[config.mk]
export PLATFORM = sky130hd
export DESIGN_NAME = usb_control_request_handler_unit
export DESIGN_NICKNAME = d
export VERILOG_FILES = /design/src/usbcrh_pkg.sv /design/src/usb_control_request_handler_unit.sv
export VERILOG_INCLUDE_DIRS = /design/src /design/src/src
export SDC_FILE = /design/constraint.sdc
export NUM_CORES = 1
export LEC_CHECK = 0
export BUFFER_PORTS_ARGS = -buffer_cell sky130_fd_sc_hd__buf_4
export CAP_MARGIN = 20
export CORE_MARGIN = 10
export CORE_UTILIZATION = 50
export CTS_CLUSTER_DIAMETER = 80
export DETAILED_ROUTE_END_ITERATION = 8
export PLACE_DENSITY = 0.76
export RECOVER_POWER = 25
export SYNTH_ARGS = -nofsm -noshare
export SYNTH_HDL_FRONTEND = slang
export SYNTH_SLANG_ARGS = --single-unit
[constraint.sdc]
create_clock -name i_clk -period 3 [get_ports i_clk]
set_input_delay 0.45 -clock i_clk [delete_from_list [all_inputs] [get_ports i_clk]]
set_output_delay 0.45 -clock i_clk [all_outputs]
set_load 0.02 [all_outputs]
[src/usb_control_request_handler_unit_assert.svh]
// Assertion macros for the USB control request handler.
`ifndef USB_CONTROL_REQUEST_HANDLER_UNIT_ASSERT_SVH
`define USB_CONTROL_REQUEST_HANDLER_UNIT_ASSERT_SVH
`ifndef SYNTH
`define USBCRH_ASSERT(label, prop, msg) \
    label: assert property (@(posedge i_clk) disable iff (!i_rst_n) prop) else $error(msg);
`define USBCRH_ASSERT_ALWAYS(label, prop, msg) \
    label: assert property (@(posedge i_clk) prop) else $error(msg);
`else
`define USBCRH_ASSERT(label, prop, msg)
`define USBCRH_ASSERT_ALWAYS(label, prop, msg)
`endif
`endif

[src/usbcrh_pkg.sv]
// Package: codes, constants and types of the USB control request handler.
package usbcrh_pkg;

    localparam int unsigned MAX_STRING_INDEX = 2;
    localparam int unsigned NUM_STRINGS      = 3;

    localparam int unsigned CFG_INDEX_W = 3;
    localparam int unsigned CFG_DATA_W  = 16;

    typedef enum logic [1:0] {
        ACT_NONE  = 2'd0,
        ACT_SEND  = 2'd1,
        ACT_STALL = 2'd2,
        ACT_ZLP   = 2'd3
    } t_action;

    typedef enum logic [1:0] {
        CMD_SETUP   = 2'd0,
        CMD_OUT_CPL = 2'd1,
        CMD_IN_CPL  = 2'd2,
        CMD_RSVD    = 2'd3
    } t_command;

    typedef enum logic [CFG_INDEX_W-1:0] {
        CFG_DEVICE_LEN  = 3'd0,
        CFG_BOS_LEN     = 3'd1,
        CFG_CONFIG_LEN  = 3'd2,
        CFG_STRING0_LEN = 3'd3,
        CFG_STRING1_LEN = 3'd4,
        CFG_STRING2_LEN = 3'd5,
        CFG_MSOS20_LEN  = 3'd6
    } t_cfg_index;

    localparam logic [1:0] KIND_STANDARD = 2'd0;
    localparam logic [1:0] KIND_VENDOR   = 2'd2;

    localparam logic [7:0] REQ_SET_ADDRESS       = 8'd5;
    localparam logic [7:0] REQ_GET_DESCRIPTOR    = 8'd6;
    localparam logic [7:0] REQ_SET_CONFIGURATION = 8'd9;
    localparam logic [7:0] VENDOR_MSOS_CODE      = 8'h01;

    localparam logic [7:0] DT_DEVICE        = 8'd1;
    localparam logic [7:0] DT_CONFIGURATION = 8'd2;
    localparam logic [7:0] DT_STRING        = 8'd3;
    localparam logic [7:0] DT_QUALIFIER     = 8'd6;
    localparam logic [7:0] DT_BOS           = 8'd15;

    localparam logic [2:0] SEL_DEVICE  = 3'd0;
    localparam logic [2:0] SEL_BOS     = 3'd1;
    localparam logic [2:0] SEL_CONFIG  = 3'd2;
    localparam logic [2:0] SEL_STRING0 = 3'd3;

    localparam logic [7:0]  RST_DEVICE_LEN  = 8'd18;
    localparam logic [15:0] RST_BOS_LEN     = 16'd5;
    localparam logic [15:0] RST_CONFIG_LEN  = 16'd9;
    localparam logic [7:0]  RST_STRING0_LEN = 8'd4;
    localparam logic [7:0]  RST_STRING1_LEN = 8'd2;
    localparam logic [7:0]  RST_STRING2_LEN = 8'd2;
    localparam logic [15:0] RST_MSOS20_LEN  = 16'd10;

    localparam logic [7:0] STRING_INDEX_MAX =
        (MAX_STRING_INDEX < NUM_STRINGS - 1) ? 8'(MAX_STRING_INDEX) : 8'(NUM_STRINGS - 1);

    typedef struct packed {
        logic [1:0]  command;
        logic [7:0]  request_type;
        logic [7:0]  request_code;
        logic [15:0] request_value;
        logic [15:0] request_length;
    } t_request;

    function automatic logic [15:0] lesser(input logic [15:0] a, input logic [15:0] b);
        return (a < b) ? a : b;
    endfunction

endpackage

[src/usb_control_request_handler_unit.sv]
// Top level: USB endpoint zero control request handler.
//
// Takes one endpoint-zero event per clock (setup, OUT completion, IN completion) when
// ready and gives one result per event: the event is captured in an input register,
// decoded by a single level of compare and select logic (request decode and one 16-bit
// lesser-of compare), and the result lands in an output register together with the
// updated address and configuration state. Throughput is one event per cycle; a stalled
// result holds the pipeline only when both registers are full. The user writes descriptor
// lengths through the configuration channel while no event is in flight; not enforced.
`include "usb_control_request_handler_unit_assert.svh"

module usb_control_request_handler_unit (
    input  logic        i_clk,
    input  logic        i_rst_n,
    input  logic        s_axis_tvalid,
    output logic        s_axis_tready,
    // [7:0] request_type, [15:8] request_code, [31:16] request_value,
    // [47:32] request_length
    input  logic [47:0] s_axis_tdata,
    // [1:0] command
    input  logic [1:0]  s_axis_tuser,
    output logic        m_axis_tvalid,
    input  logic        m_axis_tready,
    // [2:0] descriptor_select, [3] vendor_descriptor, [19:4] byte_count,
    // [26:20] device_address, [27] address_enabled, [28] configured, [31:29] zero
    output logic [31:0] m_axis_tdata,
    // [1:0] action
    output logic [1:0]  m_axis_tuser,
    input  logic        i_cfg_valid,
    output logic        o_cfg_ready,
    input  logic [usbcrh_pkg::CFG_INDEX_W-1:0] i_cfg_index,
    input  logic [usbcrh_pkg::CFG_DATA_W-1:0]  i_cfg_data
);

    logic [7:0]  r_device_len;
    logic [15:0] r_bos_len;
    logic [15:0] r_config_len;
    logic [7:0]  r_string0_len;
    logic [7:0]  r_string1_len;
    logic [7:0]  r_string2_len;
    logic [15:0] r_msos20_len;

    logic                 r_in_valid;
    usbcrh_pkg::t_request r_in;
    logic                 r_out_valid;
    usbcrh_pkg::t_action  r_action;
    logic [2:0]           r_sel;
    logic                 r_vend;
    logic [15:0]          r_count;

    logic [6:0] r_addr;
    logic       r_addr_on;
    logic       r_config_done;

    usbcrh_pkg::t_action n_action;
    logic [2:0]          n_sel;
    logic                n_vend;
    logic [15:0]         n_count;
    logic [6:0]          n_addr;
    logic                n_addr_on;
    logic                n_config_done;

    logic       advance;
    logic [1:0] kind;
    logic [7:0] dtype;
    logic [7:0] idx;
    logic [7:0] slen;

    assign o_cfg_ready   = 1'b1;
    assign advance       = !r_out_valid || m_axis_tready;
    assign s_axis_tready = !r_in_valid || advance;

    always_ff @(posedge i_clk) begin
        if (!i_rst_n) begin
            r_device_len  <= usbcrh_pkg::RST_DEVICE_LEN;
            r_bos_len     <= usbcrh_pkg::RST_BOS_LEN;
            r_config_len  <= usbcrh_pkg::RST_CONFIG_LEN;
            r_string0_len <= usbcrh_pkg::RST_STRING0_LEN;
            r_string1_len <= usbcrh_pkg::RST_STRING1_LEN;
            r_string2_len <= usbcrh_pkg::RST_STRING2_LEN;
            r_msos20_len  <= usbcrh_pkg::RST_MSOS20_LEN;
        end else if (i_cfg_valid) begin
            case (i_cfg_index)
                usbcrh_pkg::CFG_DEVICE_LEN:  r_device_len  <= i_cfg_data[7:0];
                usbcrh_pkg::CFG_BOS_LEN:     r_bos_len     <= i_cfg_data;
                usbcrh_pkg::CFG_CONFIG_LEN:  r_config_len  <= i_cfg_data;
                usbcrh_pkg::CFG_STRING0_LEN: r_string0_len <= i_cfg_data[7:0];
                usbcrh_pkg::CFG_STRING1_LEN: r_string1_len <= i_cfg_data[7:0];
                usbcrh_pkg::CFG_STRING2_LEN: r_string2_len <= i_cfg_data[7:0];
                usbcrh_pkg::CFG_MSOS20_LEN:  r_msos20_len  <= i_cfg_data;
                default: ;
            endcase
        end
    end

    always_ff @(posedge i_clk) begin
        if (!i_rst_n) begin
            r_in_valid <= 1'b0;
        end else if (s_axis_tready) begin
            r_in_valid <= s_axis_tvalid;
        end
    end

    always_ff @(posedge i_clk) begin
        if (s_axis_tvalid && s_axis_tready) begin
            r_in.command        <= s_axis_tuser;
            r_in.request_type   <= s_axis_tdata[7:0];
            r_in.request_code   <= s_axis_tdata[15:8];
            r_in.request_value  <= s_axis_tdata[31:16];
            r_in.request_length <= s_axis_tdata[47:32];
        end
    end

    assign kind  = r_in.request_type[6:5];
    assign dtype = r_in.request_value[15:8];
    assign idx   = r_in.request_value[7:0];

    always_comb begin
        case (idx[1:0])
            2'd0:    slen = r_string0_len;
            2'd1:    slen = r_string1_len;
            default: slen = r_string2_len;
        endcase
    end

    always_comb begin
        n_action      = usbcrh_pkg::ACT_NONE;
        n_sel         = usbcrh_pkg::SEL_DEVICE;
        n_vend        = 1'b0;
        n_count       = '0;
        n_addr        = r_addr;
        n_addr_on     = r_addr_on;
        n_config_done = r_config_done;
        case (usbcrh_pkg::t_command'(r_in.command))
            usbcrh_pkg::CMD_SETUP: begin
                if (kind == usbcrh_pkg::KIND_STANDARD) begin
                    if (r_in.request_code == usbcrh_pkg::REQ_GET_DESCRIPTOR) begin
                        if (dtype == usbcrh_pkg::DT_DEVICE) begin
                            n_action = usbcrh_pkg::ACT_SEND;
                            n_sel    = usbcrh_pkg::SEL_DEVICE;
                            n_count  = usbcrh_pkg::lesser({8'd0, r_device_len},
                                                          r_in.request_length);
                        end else if (dtype == usbcrh_pkg::DT_BOS) begin
                            n_action = usbcrh_pkg::ACT_SEND;
                            n_sel    = usbcrh_pkg::SEL_BOS;
                            n_count  = usbcrh_pkg::lesser(r_bos_len, r_in.request_length);
                        end else if (dtype == usbcrh_pkg::DT_CONFIGURATION) begin
                            if (idx == 8'd0) begin
                                n_action = usbcrh_pkg::ACT_SEND;
                                n_sel    = usbcrh_pkg::SEL_CONFIG;
                                n_count  = usbcrh_pkg::lesser(r_config_len,
                                                              r_in.request_length);
                            end else begin
                                n_action = usbcrh_pkg::ACT_STALL;
                            end
                        end else if (dtype == usbcrh_pkg::DT_STRING) begin
                            if (idx <= usbcrh_pkg::STRING_INDEX_MAX) begin
                                n_action = usbcrh_pkg::ACT_SEND;
                                n_sel    = usbcrh_pkg::SEL_STRING0 + {1'b0, idx[1:0]};
                                n_count  = usbcrh_pkg::lesser({8'd0, slen},
                                                              r_in.request_length);
                            end else begin
                                n_action = usbcrh_pkg::ACT_STALL;
                            end
                        end else if (dtype == usbcrh_pkg::DT_QUALIFIER) begin
                            n_action = usbcrh_pkg::ACT_STALL;
                        end
                    end else if (r_in.request_code == usbcrh_pkg::REQ_SET_ADDRESS) begin
                        n_addr    = r_in.request_value[6:0];
                        n_addr_on = 1'b0;
                        n_action  = usbcrh_pkg::ACT_ZLP;
                    end else if (r_in.request_code == usbcrh_pkg::REQ_SET_CONFIGURATION) begin
                        n_config_done = 1'b1;
                        n_action      = usbcrh_pkg::ACT_ZLP;
                    end
                end else if (kind == usbcrh_pkg::KIND_VENDOR) begin
                    if (r_in.request_code == usbcrh_pkg::VENDOR_MSOS_CODE) begin
                        n_action = usbcrh_pkg::ACT_SEND;
                        n_vend   = 1'b1;
                        n_count  = usbcrh_pkg::lesser(r_msos20_len, r_in.request_length);
                    end
                end
            end
            usbcrh_pkg::CMD_IN_CPL: begin
                if (r_addr != 7'd0) begin
                    n_addr_on = 1'b1;
                end
            end
            default: ;
        endcase
    end

    always_ff @(posedge i_clk) begin
        if (!i_rst_n) begin
            r_out_valid   <= 1'b0;
            r_addr        <= '0;
            r_addr_on     <= 1'b0;
            r_config_done <= 1'b0;
        end else if (advance) begin
            r_out_valid <= r_in_valid;
            if (r_in_valid) begin
                r_addr        <= n_addr;
                r_addr_on     <= n_addr_on;
                r_config_done <= n_config_done;
            end
        end
    end

    always_ff @(posedge i_clk) begin
        if (advance && r_in_valid) begin
            r_action <= n_action;
            r_sel    <= n_sel;
            r_vend   <= n_vend;
            r_count  <= n_count;
        end
    end

    assign m_axis_tvalid = r_out_valid;
    assign m_axis_tuser  = r_action;
    assign m_axis_tdata  = {3'd0, r_config_done, r_addr_on, r_addr, r_count, r_vend, r_sel};

    `USBCRH_ASSERT(a_idle_fields_zero,
        m_axis_tvalid && m_axis_tuser != usbcrh_pkg::ACT_SEND |-> m_axis_tdata[19:0] == 20'd0,
        "descriptor fields set without send action")
    `USBCRH_ASSERT(a_vendor_sel_zero,
        m_axis_tvalid && m_axis_tdata[3] |-> m_axis_tdata[2:0] == 3'd0,
        "vendor descriptor with nonzero select")
    `USBCRH_ASSERT(a_addr_on_nonzero, r_addr_on |-> r_addr != 7'd0,
        "address enabled with zero address")
    `USBCRH_ASSERT_ALWAYS(a_config_sticky,
        i_rst_n && $past(i_rst_n) |-> !$fell(r_config_done),
        "configured flag cleared outside reset")

endmodule

==> impl_metrics.py <==
metrics = {
    "global_routing": {
        "grtUsageMet1": 0.303,
        "track_usage": 0.220,
        "grt_max_degree": 92,
        "grtUsageMet2": 0.329,
        "use_met3": 0.0553,
        "gr-total-overflow": 0,
        "grt_pass1_vias": 6856,
        "grt_first_pass_wirelength_um": 38000,
        "grt_antenna_before_repair": 0,
        "grt_busiest_layer": "met2",
    },
    "sta": {
        "fmax_ghz": 0.320,
        "setup_ws_ns": -0.120,
        "finalCritPeriodShare": 1.04,
        "skew_ns": 0.0117,
        "maxSlewHeadroom": -0.0794,
        "setup_viol_count_final": 11,
        "finalCriticalPeriod_ns": 3.12,
        "maxSlewViolCount": 92,
        "worst_pin_slew_ns": 1.62,
        "rsz0062_at_grt": "true",
        "holdWs_ns": 0.207,
        "hold_viol_final": 0,
        "finalSetupTns_ns": -0.673,
    },
    "route": {
        "ant_nets": 0,
        "post_drt_wl_per_cell_um": 19.6,
        "num_vias": 7269,
        "first_pass_iters": 5,
        "post-route-drc-count": 0,
        "routed_wl_um": 24600,
        "avgViaCountPerCell": 5.80,
        "drt_iter0_markers": 778,
    },
    "pwr": {
        "swShare": 0.250,
        "totalPowerFinal_w": 0.00515,
        "combPwrFrac": 0.099,
        "switching_power_w": 0.00129,
        "peakVddDrop_mv": 0.428,
        "p_leak_nw": 4.11,
        "p_per_area_nw_per_um2": 497,
        "p_int_w": 0.00386,
        "power_frac_seq": 0.460,
        "pwr-share-clk": 0.441,
    },
    "floorplan": {
        "die_h_um": 148,
        "coreArea_um2": 15900,
        "die-area_um2": 21900,
        "rows": 46,
        "pin_count": 111,
        "start_util": 0.513,
        "die_w_um": 148,
    },
    "layout": {
        "multi_input_area_um2": 4290,
        "instances_no_fill": 1253,
        "area_growth_pct": 26.7,
        "drive_gt1_frac": 0.233,
        "seqCellArea_um2": 3800,
        "fin_util": 0.650,
        "nFillCells": 1276,
        "diodes": 0,
        "nets": 1160,
    },
    "status": {
        "failed_checks": "capacitance limit, slew limit, setup timing",
        "status": "complete, but fails checks",
    },
    "placement": {
        "dp.cells": 1200,
        "port_buffers": 100,
        "dp_hpwl_um": 17600,
        "gp_congestion": 0.973,
    },
    "clocking": {
        "htreeDepth": 4,
        "clock_latency_ns": 0.44,
        "cts_buffer_depth": 2,
        "cts_hold_buf": 0,
        "path_clk_slew_ns": 0.07,
        "clock-sinks": 157,
        "cts_root_buf": "clkbuf_16",
        "cts_buffers": 17,
        "cts_tree": "yes",
    },
    "synthesis": {
        "syn_area_per_cell_um2": 9.34,
        "yosys_warnings": 0,
        "ys_top_cells_by_area": "edfxtp_1 (24%), dfxtp_1 (22%), nand2_1 (9.7%)",
        "synthesis.area_um2": 8170,
        "synth-seq-cells": 157,
        "synth-edff-count": 66,
        "yosysTopAreaCell": "edfxtp_1",
        "yosys.area.top_type_share": 0.242,
        "yosysMostFrequentCell": "nand2_1",
        "synthTopCellsByCount": "nand2_1 (211), dfxtp_1 (91), a21boi_0 (71), edfxtp_1 (66), ha_1 (62)",
        "ys.flop_type": "dfxtp_1",
        "syn-instance-count": 875,
        "seq_area_frac_synth": 0.465,
        "async_flop_share": 0,
        "synth_cell_types": 58,
    },
    "job": {
        "maxCapViolations": 1,
    },
    "setup_path": {
        "crit_fanout": 6,
        "end_kind": "flop",
        "crit_family": "compound AO/OA/AOI/OAI gates",
        "critPathBufInv": 2,
        "crit_arrival_ns": 3.29,
        "worstPathCellList": "inv_2 -> ha_4 -> buf_6 -> a22oi_2 -> nand2_2 -> ha_4 -> o21ai_2 -> a221o_1 -> a21oi_4 -> mux2i_1 -> o22ai_1 -> a221oi_2 -> o22ai_1",
        "start_kind": "flop",
        "crit_type": "flop to flop",
        "critPathRequiredTime_ns": 3.17,
        "worst_path_max_delay_cell": "edfxtp_1",
        "max_stage_delay_ns": 0.43,
    },
    "hold_path": {
        "hold_class": "input pin to flop",
    },
}
-- area by class of cell --
type / instances / area share
clock inverters: 12 / 0.0127
well taps: 216 / 0.0261
inverters: 23 / 0.00870
flip-flops and latches: 157 / 0.367
multi-input cells: 657 / 0.414
clock buffers: 20 / 0.0483
repair buffers: 168 / 0.123
-- power groups by stage --
stage | combinational, W | clock [W] | sequential, W
2_1_floorplan | 0.000231 | 0 | 0.00240
3_3_place_gp | 0.000442 | 0 | 0.00241
3_5_place_dp | 0.000452 | 0 | 0.00241
4_1_cts | 0.000479 | 0.00229 | 0.00236
5_1_grt | 0.000559 | 0.00238 | 0.00237
6_report | 0.000511 | 0.00227 | 0.00237
-- flip-flops by register name, summed over array words and instances (netlist names), 2 cells and up --
signal         count
r_device_len       8
r_in              26
kind               2
r_string0_len      8
idx                8
r_string2_len      8
dtype              8
r_string1_len      8
r_addr             7
r_config_len      16
r_bos_len         16
r_count           16
m_axis_tuser       2
r_sel              3
r_msos20_len      16
-- cell usage in the layout (no fill, tap or decap), types with 4 or more instances in the layout --
| cell | count |
|---|---|
| a22oi_1 | 7 |
| a21oi_1 | 36 |
| ha_1 | 57 |
| a211oi_1 | 4 |
| ha_4 | 5 |
| and3_1 | 6 |
| nand4_1 | 5 |
| nor2_1 | 46 |
| nand2b_1 | 9 |
| mux2i_1 | 25 |
| nor4_1 | 8 |
| nand2_1 | 209 |
| nor3_1 | 6 |
| buf_6 | 5 |
| dfxtp_1 | 91 |
| a21boi_0 | 71 |
| a211o_1 | 4 |
| inv_6 | 6 |
| o211ai_1 | 4 |
| o21ai_0 | 27 |
| buf_4 | 117 |
| a22oi_2 | 5 |
| conb_1 | 4 |
| o22ai_1 | 11 |
| nand3_1 | 24 |
| edfxtp_1 | 66 |
| clkbuf_16 | 20 |
| nor2b_1 | 17 |
| a221o_1 | 5 |
| clkbuf_4 | 44 |
| a22o_1 | 4 |
| inv_1 | 19 |
-- logic make-up after synthesis --
kind of cell	share of synthesized area
and+or+nand+nor	0.184
AOI/OAI and AO/OA	0.186
DFF	0.465
buffers and inverters	0.0346
adders and majority gates	0.0949
muxes	0.0334
other	0.000919
xor gates and xnor gates	0.00107
-- worst reg2reg max path, delay by kind of cell, from the launching register on --
family                   cells  cell delay, ns
buffers and inverters        2            0.22
AO/OA/AOI/OAI                7            1.38
AND/OR/NAND/NOR              1            0.11
flip-flops                   1            0.43
multiplexers                 1            0.25
adder cells (fa/ha/maj)      2            0.48
-- path summary, 6_finish.rpt --
| path | start | to | slack [ns] | cells after the start |
|---|---|---|---|---|
| worst min register to register | r_string2_len[0] | r_string2_len[0] | 0.47 | 2 |
| worst min-delay path | s_axis_tdata[43] | r_in[11] | 0.21 | 1 |
| worst max register to register | idx[0] | r_count[3] | -0.12 | 13 |
| worst max-delay path | idx[0] | r_count[3] | -0.12 | 13 |
-- layer usage --
| metal | part of all wire | up-vias |
|---|---|---|
| met5 | 0 | - |
| met4 | 0.021 | 0 |
| met3 | 0.089 | 55 |
| met2 | 0.44 | 315 |
| met1 | 0.45 | 3479 |
| li1 | - | 3420 |
-- through the flow --
stage / setup WS (ns) / instance area, µm²
finish: -0.120 / 10400
CTS: -0.0156 / 10200
global placement: -0.156 / 9380
floorplan: 0.00716 / 8200
global route: -0.252 / 10400
detailed placement: -0.257 / 9380
-- repair_timing --
action / CTS / global route
pin swaps: 17 / 25
gates resized for setup: 18 / 26
endpoints found under the setup margin: 12 / 15
buffers inserted: 11 / 9
cloned: 0 / 1
Power figures use the tool's default switching activity.
